--- config.mk ---
export PLATFORM = sky130hd
export DESIGN_NAME = utf16_to_utf8_encoder_unit
export DESIGN_NICKNAME = d
export VERILOG_FILES = /design/src/u16u8_pkg.sv /design/src/u16u8_front.sv /design/src/u16u8_fifo.sv /design/src/u16u8_back.sv /design/src/utf16_to_utf8_encoder_unit.sv
export SDC_FILE = /design/constraint.sdc
export NUM_CORES = 1
export LEC_CHECK = 0
export CORE_ASPECT_RATIO = 0.75
export CORE_MARGIN = 4
export CORE_UTILIZATION = 35
export CTS_CLUSTER_DIAMETER = 120
export CTS_CLUSTER_SIZE = 24
export DETAILED_ROUTE_END_ITERATION = 12
export DONT_BUFFER_PORTS = 1
export GPL_ROUTABILITY_DRIVEN = 0
export PLACE_DENSITY_LB_ADDON = 0.12
export SLEW_MARGIN = 20
export SYNTH_ARGS = -nofsm -noshare
export SYNTH_HDL_FRONTEND = slang
export SYNTH_HIERARCHICAL = 1
export SYNTH_SLANG_ARGS = --single-unit
--- constraint.sdc ---
create_clock -name aclk -period 5.1 [get_ports aclk]
set_input_delay 0.255 -clock aclk [delete_from_list [all_inputs] [get_ports aclk]]
set_output_delay 0.255 -clock aclk [all_outputs]
set_load 0.05 [all_outputs]
--- src/u16u8_pkg.sv ---
`default_nettype none

package u16u8_pkg;

    localparam int MAX_BYTES = 6;

    localparam logic [15:0] ASCII_MASK = 16'hFF80;
    localparam logic [15:0] TWO_MASK   = 16'hF800;
    localparam logic [15:0] SURR_MASK  = 16'hFC00;
    localparam logic [15:0] HIGH_SURR  = 16'hD800;
    localparam logic [15:0] LOW_SURR   = 16'hDC00;

    localparam logic [7:0] LEAD2 = 8'hC0;
    localparam logic [7:0] LEAD3 = 8'hE0;
    localparam logic [7:0] LEAD4 = 8'hF0;
    localparam logic [7:0] CONT  = 8'h80;

    typedef logic [2:0] cnt_t;

    // One item's worth of output bytes; bytes[0] goes out first.
    typedef struct packed {
        logic [MAX_BYTES-1:0][7:0] bytes;
        cnt_t                      cnt;
    } run_t;

    // Three-byte form of a 16-bit value, first byte at index 0.
    function automatic logic [2:0][7:0] enc3(input logic [15:0] u);
        logic [2:0][7:0] r;
        r[0] = LEAD3 | {4'b0, u[15:12]};
        r[1] = CONT  | {2'b0, u[11:6]};
        r[2] = CONT  | {2'b0, u[5:0]};
        return r;
    endfunction

endpackage

`default_nettype wire

--- src/u16u8_front.sv ---
`default_nettype none

module u16u8_front (
    input  wire logic            aclk,
    input  wire logic            aresetn,
    input  wire logic            s_valid,
    output logic                 s_ready,
    input  wire logic [15:0]     s_code_unit,
    input  wire logic            q_full,
    output logic                 push_valid,
    output u16u8_pkg::run_t      push_run
);
    import u16u8_pkg::*;

    logic        held_valid_reg, held_valid_next;
    logic [15:0] held_high_reg, held_high_next;
    logic        accept;
    logic        is_low, is_high, hold_new;
    logic [2:0][7:0] nb;
    logic [2:0][7:0] held3;
    cnt_t        nn;
    logic [20:0] cp;

    always_comb begin
        s_ready = !q_full;
        accept  = s_valid && !q_full;
        is_low  = (s_code_unit & SURR_MASK) == LOW_SURR;
        is_high = (s_code_unit & SURR_MASK) == HIGH_SURR;
        held3   = enc3(held_high_reg);
        cp      = 21'h01_0000 + {1'b0, held_high_reg[9:0], s_code_unit[9:0]};

        // bytes for the new unit alone
        nb       = '0;
        nn       = '0;
        hold_new = 1'b0;
        if (s_code_unit == 16'h0000) begin
            nb[0] = 8'h00;
            nn    = cnt_t'(1);
        end else if ((s_code_unit & ASCII_MASK) == 16'h0000) begin
            nb[0] = s_code_unit[7:0];
            nn    = cnt_t'(1);
        end else if ((s_code_unit & TWO_MASK) == 16'h0000) begin
            nb[0] = LEAD2 | {3'b0, s_code_unit[10:6]};
            nb[1] = CONT  | {2'b0, s_code_unit[5:0]};
            nn    = cnt_t'(2);
        end else if (is_high) begin
            hold_new = 1'b1;
        end else begin
            nb = enc3(s_code_unit);
            nn = cnt_t'(3);
        end

        push_run = '0;
        if (held_valid_reg && is_low) begin
            push_run.bytes[0] = LEAD4 | {5'b0, cp[20:18]};
            push_run.bytes[1] = CONT  | {2'b0, cp[17:12]};
            push_run.bytes[2] = CONT  | {2'b0, cp[11:6]};
            push_run.bytes[3] = CONT  | {2'b0, cp[5:0]};
            push_run.cnt      = cnt_t'(4);
            held_valid_next   = 1'b0;
            held_high_next    = '0;
        end else if (held_valid_reg) begin
            push_run.bytes[2:0] = held3;
            push_run.bytes[5:3] = nb;
            push_run.cnt        = cnt_t'(3) + nn;
            held_valid_next     = hold_new;
            held_high_next      = hold_new ? s_code_unit : 16'h0000;
        end else begin
            push_run.bytes[2:0] = nb;
            push_run.cnt        = nn;
            held_valid_next     = hold_new;
            held_high_next      = hold_new ? s_code_unit : 16'h0000;
        end

        push_valid = accept && (push_run.cnt != '0);
    end

    always_ff @(posedge aclk) begin
        if (!aresetn) begin
            held_valid_reg <= 1'b0;
            held_high_reg  <= '0;
        end else if (accept) begin
            held_valid_reg <= held_valid_next;
            held_high_reg  <= held_high_next;
        end
    end

endmodule

`default_nettype wire

--- src/u16u8_fifo.sv ---
`default_nettype none

module u16u8_fifo #(
    parameter int DEPTH = 2
) (
    input  wire logic            aclk,
    input  wire logic            aresetn,
    input  wire logic            push_valid,
    input  wire u16u8_pkg::run_t push_run,
    output logic                 q_full,
    input  wire logic            q_pop,
    output logic                 q_valid,
    output u16u8_pkg::run_t      q_run
);
    import u16u8_pkg::*;

    localparam int PTR_W = $clog2(DEPTH);
    localparam int CNT_W = $clog2(DEPTH + 1);

    run_t             slot_reg [DEPTH];
    logic [PTR_W-1:0] wr_ptr_reg, rd_ptr_reg;
    logic [CNT_W-1:0] count_reg, count_next;

    always_comb begin
        q_full  = count_reg == CNT_W'(DEPTH);
        q_valid = count_reg != '0;
        q_run   = slot_reg[rd_ptr_reg];
        count_next = count_reg;
        if (push_valid && !(q_pop && q_valid)) begin
            count_next = count_reg + CNT_W'(1);
        end else if (!push_valid && q_pop && q_valid) begin
            count_next = count_reg - CNT_W'(1);
        end
    end

    always_ff @(posedge aclk) begin
        if (push_valid) begin
            slot_reg[wr_ptr_reg] <= push_run;
        end
    end

    always_ff @(posedge aclk) begin
        if (!aresetn) begin
            wr_ptr_reg <= '0;
            rd_ptr_reg <= '0;
            count_reg  <= '0;
        end else begin
            count_reg <= count_next;
            if (push_valid) begin
                wr_ptr_reg <= (wr_ptr_reg == PTR_W'(DEPTH - 1)) ? '0 : wr_ptr_reg + PTR_W'(1);
            end
            if (q_pop && q_valid) begin
                rd_ptr_reg <= (rd_ptr_reg == PTR_W'(DEPTH - 1)) ? '0 : rd_ptr_reg + PTR_W'(1);
            end
        end
    end

endmodule

`default_nettype wire

--- src/u16u8_back.sv ---
`default_nettype none

module u16u8_back (
    input  wire logic            aclk,
    input  wire logic            aresetn,
    input  wire logic            q_valid,
    input  wire u16u8_pkg::run_t q_run,
    output logic                 q_pop,
    output logic                 m_valid,
    input  wire logic            m_ready,
    output logic [7:0]           m_out_byte,
    output logic                 m_run_end
);
    import u16u8_pkg::*;

    run_t       cur_reg;
    cnt_t       idx_reg;
    logic       busy_reg;
    logic       m_valid_reg;
    logic [7:0] byte_reg;
    logic       end_reg;
    logic       out_free, emit, last;

    always_comb begin
        out_free   = !m_valid_reg || m_ready;
        emit       = busy_reg && out_free;
        last       = idx_reg == (cur_reg.cnt - cnt_t'(1));
        // take the next run on the cycle the current one sends its last byte
        q_pop      = q_valid && (!busy_reg || (emit && last));
        m_valid    = m_valid_reg;
        m_out_byte = byte_reg;
        m_run_end  = end_reg;
    end

    always_ff @(posedge aclk) begin
        if (emit) begin
            byte_reg <= cur_reg.bytes[idx_reg];
            end_reg  <= last;
        end
        if (q_pop) begin
            cur_reg <= q_run;
        end
    end

    always_ff @(posedge aclk) begin
        if (!aresetn) begin
            busy_reg    <= 1'b0;
            idx_reg     <= '0;
            m_valid_reg <= 1'b0;
        end else begin
            if (emit) begin
                m_valid_reg <= 1'b1;
            end else if (m_ready) begin
                m_valid_reg <= 1'b0;
            end
            if (q_pop) begin
                busy_reg <= 1'b1;
                idx_reg  <= '0;
            end else if (emit && last) begin
                busy_reg <= 1'b0;
            end else if (emit) begin
                idx_reg <= idx_reg + cnt_t'(1);
            end
        end
    end

endmodule

`default_nettype wire

--- src/utf16_to_utf8_encoder_unit.sv ---
// channel   direction  ports                              word
// s_        in         s_valid s_ready s_code_unit[15:0]  one UTF-16 code unit
// m_        out        m_valid m_ready m_out_byte[7:0]    one UTF-8 byte, with
//                      m_run_end                          last-of-item flag
//
// The output delivers one byte per cycle while m_ready is high and runs are
// waiting; an item yields 1 to 6 bytes, and a high surrogate with nothing
// held yields none. Sustained rate is set by the byte-serial back stage.
// With the queue and back stage idle, m_valid rises once the word has passed
// the run queue, the back stage's current run register and the output register.
// s_ready drops only when the run queue (QUEUE_DEPTH entries) is full.
// aresetn is synchronous, active low; it drops any held surrogate and queue.
`default_nettype none

module utf16_to_utf8_encoder_unit #(
    parameter int QUEUE_DEPTH = 2   // run queue entries, 2 or more
) (
    input  wire logic        aclk,
    input  wire logic        aresetn,
    input  wire logic        s_valid,
    output logic             s_ready,
    input  wire logic [15:0] s_code_unit,
    output logic             m_valid,
    input  wire logic        m_ready,
    output logic [7:0]       m_out_byte,
    output logic             m_run_end
);
    import u16u8_pkg::*;

    // front: classify the unit, pair surrogates, build the byte run
    logic push_valid;
    run_t push_run;
    logic q_full;
    // queue to the back stage
    logic q_pop;
    logic q_valid;
    run_t q_run;

    u16u8_front u_front (
        .aclk        (aclk),
        .aresetn     (aresetn),
        .s_valid     (s_valid),
        .s_ready     (s_ready),
        .s_code_unit (s_code_unit),
        .q_full      (q_full),
        .push_valid  (push_valid),
        .push_run    (push_run)
    );

    // decouple classification from byte serialization
    u16u8_fifo #(
        .DEPTH (QUEUE_DEPTH)
    ) u_fifo (
        .aclk       (aclk),
        .aresetn    (aresetn),
        .push_valid (push_valid),
        .push_run   (push_run),
        .q_full     (q_full),
        .q_pop      (q_pop),
        .q_valid    (q_valid),
        .q_run      (q_run)
    );

    // back: drain each run a byte per cycle, while the output is free, into the output register
    u16u8_back u_back (
        .aclk       (aclk),
        .aresetn    (aresetn),
        .q_valid    (q_valid),
        .q_run      (q_run),
        .q_pop      (q_pop),
        .m_valid    (m_valid),
        .m_ready    (m_ready),
        .m_out_byte (m_out_byte),
        .m_run_end  (m_run_end)
    );

`ifndef SYNTHESIS
    // a queued run always carries between one and six bytes
    a_run_len: assert property (@(posedge aclk) disable iff (!aresetn)
        push_valid |-> (push_run.cnt != '0 && push_run.cnt <= cnt_t'(MAX_BYTES)))
        else $error("queued run has bad length");

    // a terminator word always queues a run ending in a zero byte
    a_term: assert property (@(posedge aclk) disable iff (!aresetn)
        (s_valid && s_ready && s_code_unit == 16'h0000) |->
            (push_valid && push_run.bytes[push_run.cnt - cnt_t'(1)] == 8'h00))
        else $error("terminator not queued");

    // the back stage only pops a non-empty queue
    a_pop: assert property (@(posedge aclk) disable iff (!aresetn)
        q_pop |-> q_valid)
        else $error("pop from empty queue");
`endif

endmodule

`default_nettype wire

After elaboration in Yosys (flattened, before gate mapping). Memory sizes are Yosys's and may differ from the RTL's. A register that Yosys moved wholly into a read port is not among the register bits. Index checks and enable logic that the tools add are counted.

Logic and storage cells: 90. Register bits: 35. Memories kept: 1. RAM bits: 102.

Reduce and logical (&&, ||, !) cells: 27. Bitwise logic cells: 2. $lt $le $gt $ge: 1. Add/subtract/negate cells: 8. Multiplexer cells: 37. Equal/unequal tests: 4.

Memory list: u_fifo.slot_reg (depth 2, width 51, rd ports 1, clocked after memory_dff 1, wr ports 1, RTL line u16u8_fifo.sv:20) `run_t slot_reg [DEPTH];`.

Operators by type and width (number): $mux 24 (5); $mux 16 (6); $logic_not 16->1 (3); $mux 35 (1); $mux 8 (4); $mux 27 (1); $bmux 8 s3 (1); $add 17x20->21 const A (1); $mux 1 (13); $eq 6x6->1 const B (2); $logic_and 1x1->1 (10); $mux 3 (3); $reduce_bool 2->1 (4); $mux 2 (3); $logic_not 1->1 (5); $lt 3x4->1 const B (1); $add 2x3->3 const A (1); $add 3x1->3 const B (1); $eq 3x3->1 (1); $reduce_bool 3->1 (1); $sub 3x1->3 const B (1); $add 1x1->1 const B (2); $add 2x1->2 const B (1); $eq 2x2->1 const B (1); other kinds (5) (7).

Depth between registers and ports, before layout. Gate-level depths: netlist of run 1.

Word-level depth: 17. Gate-level depth with buffers: 10. Depth with buffers taken out: 9.

Hierarchy. The synthesis of run 1 kept the hierarchy.

Modules (own cells, without submodules): u16u8_fifo (sequential area each 3163.0 um^2, instances 1, area an instance 4170.2 um^2, cells an instance 184); u16u8_back (sequential area each 1901.8 um^2, instances 1, area an instance 2556.2 um^2, cells an instance 132); u16u8_front (sequential area each 340.3 um^2, instances 1, area an instance 1595.3 um^2, cells an instance 213).

Worst setup path after synthesis of run 1. OpenSTA, ideal clock, no wires.

Kind: in2reg. Start: in s_code_unit[7]. End: mem u_fifo/slot_reg[0][0] in the netlist's numbering (enable). Required time: 4633 ps. Path slack: 536 ps. Cell stages on the path: 7. Buffers on the path: 0. Setup time: 467 ps. Arrival time: 4098 ps. Path through: or4_4 -> nor3_4 -> nor2_2 -> ha_1 -> nand4_1 -> o221a_1 -> nor2b_1.

Longest elaborated chain between the ends: 10.

Ends and longest elaborated chain: from (decl) (RTL line utf16_to_utf8_encoder_unit.sv:22) `input wire logic [15:0] s_code_unit,`; $logic_not 16->1 (RTL line u16u8_front.sv:39) `end else if ((s_code_unit & ASCII_MASK) == 16'h0000) begin`; $mux 3 (RTL line u16u8_front.sv:39); $mux 3 * (RTL line u16u8_front.sv:36) `if (s_code_unit == 16'h0000) begin`; $add 2x3->3 (RTL line u16u8_front.sv:65) `push_run.cnt = cnt_t'(3) + nn;`; $mux 27 * (RTL line u16u8_front.sv:62) `end else if (held_valid_reg) begin`; $mux 35 * (RTL line u16u8_front.sv:54) `if (held_valid_reg && is_low) begin`; $reduce_bool 3->1 * (RTL line u16u8_front.sv:75) `push_valid = accept && (push_run.cnt != '0);`; $logic_and 1x1->1 * (RTL line u16u8_front.sv:75); via push_valid (RTL line utf16_to_utf8_encoder_unit.sv:31) `logic push_valid;`; $mux 1 * (RTL line u16u8_fifo.sv:37) `if (push_valid) begin`; $mux 1 (not written as such) * (RTL line u16u8_fifo.sv:38) `slot_reg[wr_ptr_reg] <= push_run;`; to (decl) (RTL line u16u8_fifo.sv:20).

Mark *: on every way through the listed nets, which the timed path passes. The rest lies on a longest branch.

Final worst setup path of run 1.
Start: reg u_fifo.count_reg[1]. End: mem u_fifo/slot_reg[0][20] in the netlist's numbering (enable).

Longest elaborated chain between the ends: 6.

Ends and longest elaborated chain: from (decl) (RTL line u16u8_fifo.sv:22) `logic [CNT_W-1:0] count_reg, count_next;`; from (signal assigned) (RTL line u16u8_fifo.sv:48) `count_reg <= count_next;`; $eq 2x2->1 (RTL line u16u8_fifo.sv:25) `q_full = count_reg == CNT_W'(DEPTH);`; via q_full (RTL line utf16_to_utf8_encoder_unit.sv:33) `logic q_full;`; $logic_not 1->1 (RTL line u16u8_front.sv:26) `accept = s_valid && !q_full;`; $logic_and 1x1->1 (RTL line u16u8_front.sv:26); $logic_and 1x1->1 (RTL line u16u8_front.sv:75); via push_valid (RTL line utf16_to_utf8_encoder_unit.sv:31); $mux 1 (RTL line u16u8_fifo.sv:37); $mux 1 (not written as such) (RTL line u16u8_fifo.sv:38).

The timed path passes the listed nets, and every way through them passes these cells.

==> out/qor.csv, run 1 <==
metric;value;unit
final slew viol count;0;
critical path's top delay family;simple AND/OR/NAND/NOR gates;
die outline width;186;um
worst path required time;5.16;ns
dominant cells by area after synthesis;edfxtp_1 (58%), mux2_4 (9.0%), dfxtp_1 (6.5%), mux2i_1 (2.8%), mux4_2 (2.2%);
layout cell share with drive strength beyond 1;0.215;
worst hold path cell count;1;
worst path arrival time;3.24;ns
share of the yosys chip area belonging to registers;0.650;
All-Layer GR Usage;0.140;
initial antenna violation count;0;
startpoint types;register;
FF+latch count, synth;189;
die span in y;142;um
post-placement worst setup slack;1.63;ns
Final period util;0.623;
Buf+Inv Stages, Crit Path;1;
maximum number of pins on one net before global-route repair;52;
Final Hold Fails;0;
number of DRC markers in iteration 0;321;
Setup crit end kind;register;
hold worst-path end;u_fifo/slot_reg[1][19]$_DFFE_PP_;
overall power;3.53;mW
vias in the first global route;4344;
Yosys top cell by area;edfxtp_1;
DRC viols;0;
WS Path Type;reg -> reg;
Leak;3.14;nW
Worst R2R Path Depth;5;
CTS root buffer;clkbuf_16;
Synth-to-Final Area Change;10.7;%
Slew HR;0.321;
# diodes;0;
status;completed;
Cell Rows;48;
clk buf depth;2;
Post-Synthesis Cells;529;
PD cells;384;nW/um^2
Yosys warning total;6;
Final min period;3.18;ns
nets;561;
crit path from;u_fifo/count_reg[1]$_SDFFE_PN0P_;
final setup skew;0.00941;ns
RSZ-0062 raised after global routing;false;
CTS hold repair buffers;9;
Synth Area per Inst;15.7;um^2
Cell Area, Placed;8520;um^2
Worst R2R Start;u_fifo/count_reg[1]$_SDFFE_PN0P_;
post-CTS sizing;0;
setup violators final;0;
Reg2Reg Capture Point;u_fifo/slot_reg[0][20]$_DFFE_PP_;
die footprint;26300;um^2
clock latency on the worst-skew pair;0.42;ns
Worst VDD drop;0.225;mV
Routed Antenna Nets;0;
worst min-delay path class;in -> reg;
CTS tree;yes;
reg2reg setup slack;1.92;ns
post-CTS setup buffer count;0;
Hold Slack;0.0685;ns
top cell type's share of synthesized area;0.585;
setup ws final;1.92;ns
DR vias;4307;
dpl hpwl;12000;um
Primary FF master, synth;edfxtp_1;
Clk pin slew, worst setup/hold paths;0.07;ns
clock sinks;189;
max_cap viols;0;
vias per cell;5.07;
first-pass GRT wire length;27200;um
Worst path max stage delay;0.76;ns
Pre-antenna DRT Iters;5;
io pins;31;
Largest register FFs;102;
Initial Utilization;0.359;
GRT overflow;0;
number of CTS-inserted buffers;17;
fmax;0.314;GHz
Final Cell Area;9210;um^2
Synth cell types;65;
EDFF count, synth;162;
crit-path max FO;40;
drt wl/cell;20.7;um
CP Cell Sequence;nor2b_2, nor2b_1, o221a_1, nor2b_4, buf_4;
Crit-path slowest cell;nor2b_1;
Worst-Margin Slew;1.02;ns
setup TNS;0;ns
total wire length;17600;um
core area;23200;um^2
port bufs;0;
Synth Cell Area;8320;um^2
H-Tree Depth;4;
Hold Crit Start;s_code_unit[0];
fraction of registers with async set/reset;0;
-- per-stage QoR --
step / std cells / utilization
after floorplan: 532 / -
after detailed placement: 809 / 0.368
after global placement: 809 / 0.368
final: 850 / 0.397
after CTS: 850 / 0.397
after global routing: 850 / 0.397
-- synthesized netlist by cell type, types with 3 or more instances --
cell type / n
mux4_2: 8
nor2_1: 20
o21ai_0: 6
a21oi_1: 10
a22oi_1: 5
nor3_1: 6
xnor2_1: 5
o22ai_1: 16
nand2b_1: 6
o21ai_1: 8
buf_2: 4
dfxtp_1: 27
and2_1: 12
buf_12: 5
inv_1: 15
nand2_1: 31
nor2b_1: 6
buf_4: 6
clkbuf_1: 9
mux2i_1: 23
a21boi_1: 14
nand3_1: 13
and3_1: 3
o2bb2ai_1: 7
mux2_4: 50
ha_1: 4
edfxtp_1: 162
-- placed cells by master (no fill, tap or decap), drive strengths merged, types with 3 or more instances in the layout --
| cell | netlist | final |
|---|---|---|
| clkbuf | 9 | 17 |
| nand2b | 6 | 6 |
| mux2 | 51 | 51 |
| buf | 17 | 4 |
| a21oi | 11 | 11 |
| and3 | 3 | 3 |
| o2bb2ai | 7 | 7 |
| a22oi | 5 | 5 |
| nor2 | 23 | 23 |
| xnor2 | 7 | 7 |
| mux4 | 8 | 8 |
| edfxtp | 162 | 162 |
| o21ai | 14 | 14 |
| nand2 | 31 | 31 |
| ha | 4 | 4 |
| nand3 | 14 | 14 |
| nor3 | 9 | 9 |
| nor4 | 3 | 3 |
| conb | 1 | 4 |
| dfxtp | 27 | 27 |
| a21boi | 14 | 14 |
| dlygate4sd3 | 0 | 9 |
| mux2i | 23 | 23 |
| inv | 15 | 22 |
| o22ai | 16 | 16 |
| nor2b | 7 | 7 |
| clkinv | 0 | 6 |
| and2 | 12 | 12 |
-- worst register-to-register path, stage by stage, from the launching register on --
cell,delay [ns]
dfxtp_1,0.35
nor2b_2,0.21
nor2b_1,0.76
o221a_1,0.48
nor2b_4,0.42
buf_4,0.57
-- kinds of logic after synthesis --
kind of cell,after synthesis,synth area share
AND/OR/NAND/NOR,119,0.0818
multiplexers,82,0.141
XOR/XNOR,9,0.0132
flip-flops,189,0.650
adder cells (fa/ha/maj),4,0.00601
buffers and inverters,42,0.0344
other,1,0.000451
AO/OA/AOI/OAI,83,0.0737
-- layout make-up --
cell class              count  area [um^2]
clock buffers              17          425
clock inverters            15          171
fillers                  2135        14000
inverters                  15         56.3
multi-input cells         301         2650
flip-flops and latches    189         5410
well taps                 300          375
repair buffers             13          120
-- report_power, final --
group	internal (mW)	switching (mW)	total (mW)	leakage, nW
clock network	0.701	0.622	1.32	0.291
registers	1.81	0.0831	1.89	1.74
logic	0.150	0.165	0.315	1.11
total	2.66	0.870	3.53	3.14
-- per-layer routing --
layer / vias up / wire length (um) / GRT usage / share of wire
li1: 2035 / - / - / -
met1: 2137 / 9310 / 0.223 / 0.53
met4: 0 / 139 / 0.0314 / 0.0079
met3: 13 / 1040 / 0.0423 / 0.059
met2: 122 / 7140 / 0.185 / 0.41
met5: - / 0 / 0 / 0
-- worst max-delay path by stage --
| stage | endpoint | slack (ns) | cells after the start |
|---|---|---|---|
| global route | u_fifo/slot_reg[0][16]$_DFFE_PP_ | 1.71 | 5 |
| floorplan | u_fifo/slot_reg[0][0]$_DFFE_PP_ | 0.54 | 7 |
| finish | u_fifo/slot_reg[0][20]$_DFFE_PP_ | 1.92 | 5 |
| detailed placement | u_fifo/slot_reg[0][49]$_DFFE_PP_ | 1.63 | 8 |
| global placement | u_fifo/slot_reg[0][41]$_DFFE_PP_ | 1.76 | 8 |
| CTS | u_fifo/slot_reg[0][20]$_DFFE_PP_ | 1.86 | 5 |
Power figures use the tool's default switching activity.
==> run 2, diff against run 1 <==
--- a/config.mk
+++ b/config.mk
@@ -5,6 +5,7 @@
 export SDC_FILE = /design/constraint.sdc
 export NUM_CORES = 1
 export LEC_CHECK = 0
+export ABC_AREA = 1
 export CORE_ASPECT_RATIO = 0.75
 export CORE_MARGIN = 4
 export CORE_UTILIZATION = 35
==> constraint.sdc (replaced) <==
create_clock -name aclk -period 2.8 [get_ports aclk]
set_input_delay 0.14 -clock aclk [delete_from_list [all_inputs] [get_ports aclk]]
set_output_delay 0.14 -clock aclk [all_outputs]
set_load 0.05 [all_outputs]
==> run 2 against run 1 <==
Compared with the run above: utilization increased by 0.90 points; wire length increased by 2.6%; clock skew about the same; combinational power increased to 2.8 times the previous value; highest routed layer unchanged; global-route usage about the same; worst hold slack got worse by 0.044 ns; total power increased by 100%; critical endpoint is now u_fifo/slot_reg[1][7]$_DFFE_PP_; synthesized area increased by 0.83%; sequential share of layout area decreased by 1.6 points.
==> out/qor.csv, run 2 <==
metric;value;unit;change
hold worst-path end;u_fifo/slot_reg[1][20]$_DFFE_PP_;;
vias in the first global route;4748;;+9.3%
DR vias;4825;;+12%
fmax;0.469;GHz;+49%
Net Sw Frac;0.253;;+0.00699
die span in y;142;um;+0.39%
setup violators final;0;;unchanged
FF+latch count, synth;189;;unchanged
Synth cell types;42;;-35%
Clock power frac;0.369;;-0.006
number of CTS-inserted buffers;17;;unchanged
Synth Cell Area;8390;um^2;+0.83%
Largest register FFs;102;;unchanged
worst path arrival time;2.31;ns;-0.93 ns
core area;23300;um^2;+0.52%
crit-path max FO;28;;-30%
Routed Antenna Nets;0;;unchanged
Cell Rows;48;;unchanged
startpoint types;register;;
Worst R2R Path Depth;12;;+7
CTS tree;yes;;
DRC viols;0;;unchanged
overall power;7.10;mW;+100%
Final period util;0.761;;+0.137
Internal;5.30;mW;+99%
share of the yosys chip area belonging to registers;0.644;;-0.00533
reg2reg setup slack;0.67;ns;-1.25 ns
die outline width;187;um;+0.40%
Final min period;2.13;ns;-1.05 ns
io pins;31;;unchanged
final slew viol count;0;;unchanged
most common cell after layout, fill and taps aside;edfxtp_1;;
Psw;1.80;mW;+110%
Yosys warning total;6;;unchanged
Final Hold Fails;0;;unchanged
WS Path Type;reg -> reg;;
Worst R2R Start;u_front/held_valid_reg$_SDFFE_PN0P_;;
Reg2Reg Capture Point;u_fifo/slot_reg[1][7]$_DFFE_PP_;;
Worst VDD drop;0.424;mV;+88%
top cells by instance count after synthesis;edfxtp_1 (162), nand2_1 (90), nor2_1 (58);;
post-CTS sizing;0;;unchanged
# diodes;0;;unchanged
number of DRC markers in iteration 0;277;;-14%
vias per cell;4.91;;-3.1%
status;completed;;
drt wl/cell;18.4;um;-11%
max_cap viols;0;;unchanged
Pre-antenna DRT Iters;4;;-1
worst hold path cell count;2;;+1
combinational power share;0.123;;+0.034
PD cells;750;nW/um^2;+95%
initial antenna violation count;0;;unchanged
All-Layer GR Usage;0.140;;-0.000207
Hold Crit Start;s_code_unit[1];;
EDFF count, synth;162;;unchanged
Multi-input gate area;2500;um^2;-5.5%
worst min-delay path class;in -> reg;;
Flop pwr share;0.508;;-0.028
CTS root buffer;clkbuf_16;;
fraction of registers with async set/reset;0;;unchanged
Post-Synthesis Cells;648;;+22%
Leak;3.47;nW;+10%
nets;694;;+24%
clk buf depth;2;;unchanged
commonest cells after routing, fill and taps aside;edfxtp_1 (162), nand2_1 (90), nor2_1 (57);;
Primary FF master, synth;edfxtp_1;;
RSZ-0062 raised after global routing;false;;
dominant cells by area after synthesis;edfxtp_1 (58%), mux2_4 (8.9%), dfxtp_1 (6.4%), nand2_1 (4.0%), nor2_1 (2.6%);;
storage element area;5410;um^2;unchanged
final setup skew;0.00957;ns;+0.000160 ns
Initial Utilization;0.360;;+0.00110
clock latency on the worst-skew pair;0.43;ns;about the same
worst path required time;2.98;ns;-2.18 ns
Synth Area per Inst;12.9;um^2;-18%
Worst-Margin Slew;0.866;ns;-0.152 ns
total wire length;18100;um;+2.6%
Synth-to-Final Area Change;12.8;%;
maximum number of pins on one net before global-route repair;52;;unchanged
setup TNS;0;ns;unchanged
post-placement worst setup slack;0.319;ns;-1.32 ns
Slew HR;0.423;;+0.102
Setup crit end kind;register;;
Yosys top cell by area;edfxtp_1;;
GRT overflow;0;;unchanged
Fillers;2204;;+3.2%
top cell type's share of synthesized area;0.580;;-0.00479
clock sinks;189;;unchanged
die footprint;26500;um^2;+0.79%
Clk pin slew, worst setup/hold paths;0.07;ns;about the same
layout cell share with drive strength beyond 1;0.223;;+0.00800
first-pass GRT wire length;27900;um;+2.7%
Hold Slack;0.0247;ns;-0.0438 ns
dpl hpwl;12700;um;+6.1%
H-Tree Depth;4;;unchanged
port bufs;0;;unchanged
count leader, synth;edfxtp_1;;
setup ws final;0.670;ns;-1.25 ns
-- run 2: cell count changes after synthesis, sizes merged, moves of 8 or more --
cell	previous run	this run
nand2	31	111
inv	15	61
nor2	23	65
o21ai	14	49
mux2i	23	0
a21boi	14	0
and2	12	0
a21oi	11	20
o21bai	0	9
mux4	8	0
-- run 2: cell type report --
cell class | instances | area share
clock buffers | 17 | 0.0449
clock inverters | 15 | 0.0219
inverters | 62 | 0.0252
multi-input cells | 372 | 0.265
flip-flops and latches | 189 | 0.571
well taps | 300 | 0.0397
repair buffers | 28 | 0.0322
-- run 2: stage by stage --
step / cells / utilization / cell area (um^2)
6_report: 983 / 0.406 / 9470
5_1_grt: 983 / 0.406 / 9470
4_1_cts: 983 / 0.406 / 9470
3_5_place_dp: 938 / 0.373 / 8700
3_3_place_gp: 938 / 0.373 / 8700
2_1_floorplan: 651 / - / 8410
-- run 2: routing by layer --
metal	wire length, um	track usage	up-vias
li1	-	-	2310
met1	9350	0.208	2384
met2	7710	0.201	106
met3	760	0.0333	25
met4	262	0.0455	0
met5	0	0	-
-- run 2: cells by family after synthesis --
| logic type | count (synthesis) | share of synthesized area |
|---|---|---|
| AOI/OAI and AO/OA | 107 | 0.0805 |
| DFF | 189 | 0.644 |
| other | 1 | 0.000447 |
| xor gates and xnor gates | 3 | 0.00313 |
| and+or+nand+nor | 203 | 0.115 |
| buffers and inverters | 90 | 0.0595 |
| muxes | 51 | 0.0908 |
| adders and majority gates | 4 | 0.00597 |
-- run 2: critical path, stage by stage (launching register included) --
cell and delay [ns]:
dfxtp_1 0.42, nand2_1 0.08, nor2_1 0.12, nand2_2 0.11
inv_2 0.10, o21ai_0 0.09, nand2_1 0.10, nand3_1 0.08
nand2_1 0.07, inv_1 0.09, nand2_1 0.13, clkinvlp_4 0.23
buf_12 0.25
-- run 2: timing repair --
item / in CTS / in global routing
hold buffers: 13 / 0
setup buffers: 0 / 0
setup endpoints to repair: 0 / 0
hold endpoints to repair: 30 / 0
-- run 2: worst max path at each step --
stage | cells after the start | end | start
final | 12 | u_fifo/slot_reg[1][7]$_DFFE_PP_ | u_front/held_valid_reg$_SDFFE_PN0P_
after global routing | 12 | u_fifo/slot_reg[1][31]$_DFFE_PP_ | u_front/held_valid_reg$_SDFFE_PN0P_
after CTS | 12 | u_fifo/slot_reg[1][7]$_DFFE_PP_ | u_front/held_valid_reg$_SDFFE_PN0P_
after detailed placement | 12 | u_fifo/slot_reg[0][28]$_DFFE_PP_ | s_code_unit[11]
after global placement | 14 | u_fifo/slot_reg[0][49]$_DFFE_PP_ | s_code_unit[13]
after floorplan | 14 | u_fifo/count_reg[1]$_SDFFE_PN0P_ | u_back/cur_reg[0]$_DFFE_PP_
-- run 2: power by group through the flow --
stage / Combinational, mW / Sequential (mW) / Clock [mW]
after detailed placement: 0.877 / 3.67 / 0
after CTS: 0.896 / 3.61 / 2.68
after floorplan: 0.706 / 3.62 / 0
after global routing: 0.961 / 3.63 / 2.80
final: 0.872 / 3.61 / 2.62
after global placement: 0.867 / 3.67 / 0
==> run 3, diff against run 2 <==
==> constraint.sdc (replaced) <==
create_clock -name aclk -period 2.1 [get_ports aclk]
set_input_delay 0.105 -clock aclk [delete_from_list [all_inputs] [get_ports aclk]]
set_output_delay 0.105 -clock aclk [all_outputs]
set_load 0.05 [all_outputs]
==> run 3 against run 2 <==
Compared with the run above: cell count increased by 2.3%; count of clock-buffer cells in the layout up 3; sequential power up 32%; worst hold slack hardly changed; die area did not move; combinational power is 50% higher; worst setup slack got worse by 0.52 ns; sequential cell count is the same; final area increased by 1.4%; critical path depth grew 2.
==> out/qor.csv, run 3 (synthesized netlist as in run 2, its figures left out) <==
metric;value;unit;change
status;completed;;
crit-path max FO;14;;-50%
layout cell share with drive strength beyond 1;0.261;;+0.0381
Crit-path slowest cell;edfxtp_1;;
max_cap viols;0;;unchanged
dpl hpwl;13800;um;+8.7%
Worst VDD drop;0.629;mV;+48%
CTS tree;yes;;
die span in y;142;um;unchanged
CTS root buffer;clkbuf_16;;
Worst path max stage delay;0.38;ns;-0.04 ns
die footprint;26500;um^2;unchanged
Worst R2R Path Depth;14;;+2
clock sinks;189;;unchanged
crit path from;u_back/cur_reg[0]$_DFFE_PP_;;
worst path required time;2.42;ns;-0.56 ns
commonest cells after routing, fill and taps aside;edfxtp_1 (162), nand2_1 (89), nor2_1 (57);;
Largest register FFs;102;;unchanged
drt wl/cell;19.0;um;+3.2%
Setup crit end kind;register;;
Clk pin slew, worst setup/hold paths;0.07;ns;about the same
Routed Antenna Nets;0;;unchanged
wl on met1;9800;um;+4.9%
met2 wire length;8130;um;+5.5%
final setup skew;0.00986;ns;+0.000297 ns
top layer in use;met4;;
WS Path Type;reg -> reg;;
most common cell after layout, fill and taps aside;edfxtp_1;;
first-pass GRT wire length;29600;um;+6.0%
io pins;31;;unchanged
final slew viol count;0;;unchanged
dpl cells;961;;+2.5%
clock latency on the worst-skew pair;0.43;ns;about the same
DRC viols;0;;unchanged
clk buf depth;2;;unchanged
setup ws final;0.152;ns;-0.517 ns
setup violators final;0;;unchanged
worst hold path cell count;2;;unchanged
startpoint types;register;;
maximum number of pins on one net before global-route repair;52;;unchanged
Worst R2R Start;u_back/cur_reg[0]$_DFFE_PP_;;
number of CTS-inserted buffers;17;;unchanged
Hold Slack;0.0244;ns;-0.000309 ns
H-Tree Depth;4;;unchanged
nets;717;;+3.3%
Synth-to-Final Area Change;14.4;%;
PD cells;954;nW/um^2;+27%
worst min-delay path class;in -> reg;;
Post-Layout Cell Count;1006;;+2.3%
worst path arrival time;2.27;ns;-0.04 ns
core area;23300;um^2;unchanged
Cell Rows;48;;unchanged
Final Hold Fails;0;;unchanged
All-Layer GR Usage;0.148;;+0.00808
Met3 Routed Length;1010;um;+33%
DR vias;4863;;+0.79%
GRT overflow;0;;unchanged
port bufs;0;;unchanged
Leak;3.53;nW;+1.7%
vias in the first global route;4837;;+1.9%
initial antenna violation count;0;;unchanged
Fillers;2162;;-1.9%
Core Util, Final;0.412;;+0.00558
overall power;9.15;mW;+29%
number of DRC markers in iteration 0;460;;+66%
vias per cell;4.83;;-1.5%
total wire length;19100;um;+5.6%
RSZ-0062 raised after global routing;false;;
fmax;0.513;GHz;+9.4%
post-placement worst setup slack;-0.0571;ns;-0.376 ns
Final period util;0.927;;+0.167
reg2reg setup slack;0.15;ns;-0.52 ns
CP Cell Sequence;inv_2, ha_4, inv_2, nand2_1, nand2_2, nor2_4, nand3_1, nand2_1, nand2_2, clkinvlp_4, buf_12, nand2_4, xor2_2, nor2_1;;
Initial Utilization;0.360;;unchanged
die outline width;187;um;unchanged
Final min period;1.95;ns;-0.183 ns
post-CTS setup buffer count;0;;unchanged
# diodes;0;;unchanged
Pre-antenna DRT Iters;6;;+2
## run 3: changes by cell type in the layout (fill, tap and decap cells not counted), sizes merged
| cell | before | now |
|---|---|---|
| clkbuf | 17 | 20 |
| buf | 15 | 38 |
| clkinvlp | 1 | 5 |
| clkinv | 4 | 5 |
| inv | 68 | 63 |
| bufinv | 4 | 1 |
## run 3: layer usage
| layer | global-route usage | vias to the layer above |
|---|---|---|
| met4 | 0.0307 | 0 |
| met3 | 0.0414 | 11 |
| met5 | 0 | - |
| met1 | 0.225 | 2371 |
| li1 | - | 2358 |
| met2 | 0.210 | 123 |
## run 3: stage by stage
stage,area [um^2],setup TNS (ns)
finish,9600,0
detailed placement,8900,-3.59
floorplan,8440,-48.21
global route,9600,0
global placement,8900,-1.28
CTS,9590,0
## run 3: cell type report
type | instances | area, um^2 | share of cell area
Clock buffer | 20 | 447 | 0.0465
Multi-Input combinational cell | 372 | 2530 | 0.264
Clock inverter | 12 | 111 | 0.0116
Tap cell | 300 | 375 | 0.0391
Inverter | 62 | 243 | 0.0253
Timing Repair Buffer | 51 | 478 | 0.0498
Sequential cell | 189 | 5410 | 0.564
## run 3: power by group
| part | total [mW] | leakage (nW) | switching [mW] | internal [mW] |
|---|---|---|---|---|
| registers | 4.77 | 1.71 | 0.211 | 4.56 |
| clock network | 3.07 | 0.268 | 1.39 | 1.68 |
| logic | 1.31 | 1.55 | 0.778 | 0.532 |
| total | 9.15 | 3.53 | 2.38 | 6.77 |
## run 3: how the worst min path moves through the flow
stage / slack, ns / to / from
final: 0.02 / u_fifo/slot_reg[1][29]$_DFFE_PP_ / s_code_unit[2]
after global routing: 0.01 / u_fifo/slot_reg[1][22]$_DFFE_PP_ / s_code_unit[3]
after CTS: 0.01 / u_fifo/slot_reg[1][22]$_DFFE_PP_ / s_code_unit[3]
after detailed placement: 0.25 / u_fifo/count_reg[0]$_SDFFE_PN0P_ / aresetn
after global placement: 0.23 / u_fifo/count_reg[0]$_SDFFE_PN0P_ / aresetn
after floorplan: 0.23 / u_fifo/count_reg[0]$_SDFFE_PN0P_ / aresetn
## run 3: repair_timing
action | in CTS | in global routing
hold buffers | 13 | 0
endpoints found under the hold margin | 42 | 0
resized for setup | 0 | 2
endpoints found under the setup margin | 0 | 49
## run 3: critical path: cells and delay by family (launching register included)
family | cells | cell delay, ns
and+or+nand+nor | 8 | 0.65
DFF | 1 | 0.38
buffers and inverters | 4 | 0.38
adders and majority gates | 1 | 0.27
xor gates and xnor gates | 1 | 0.18
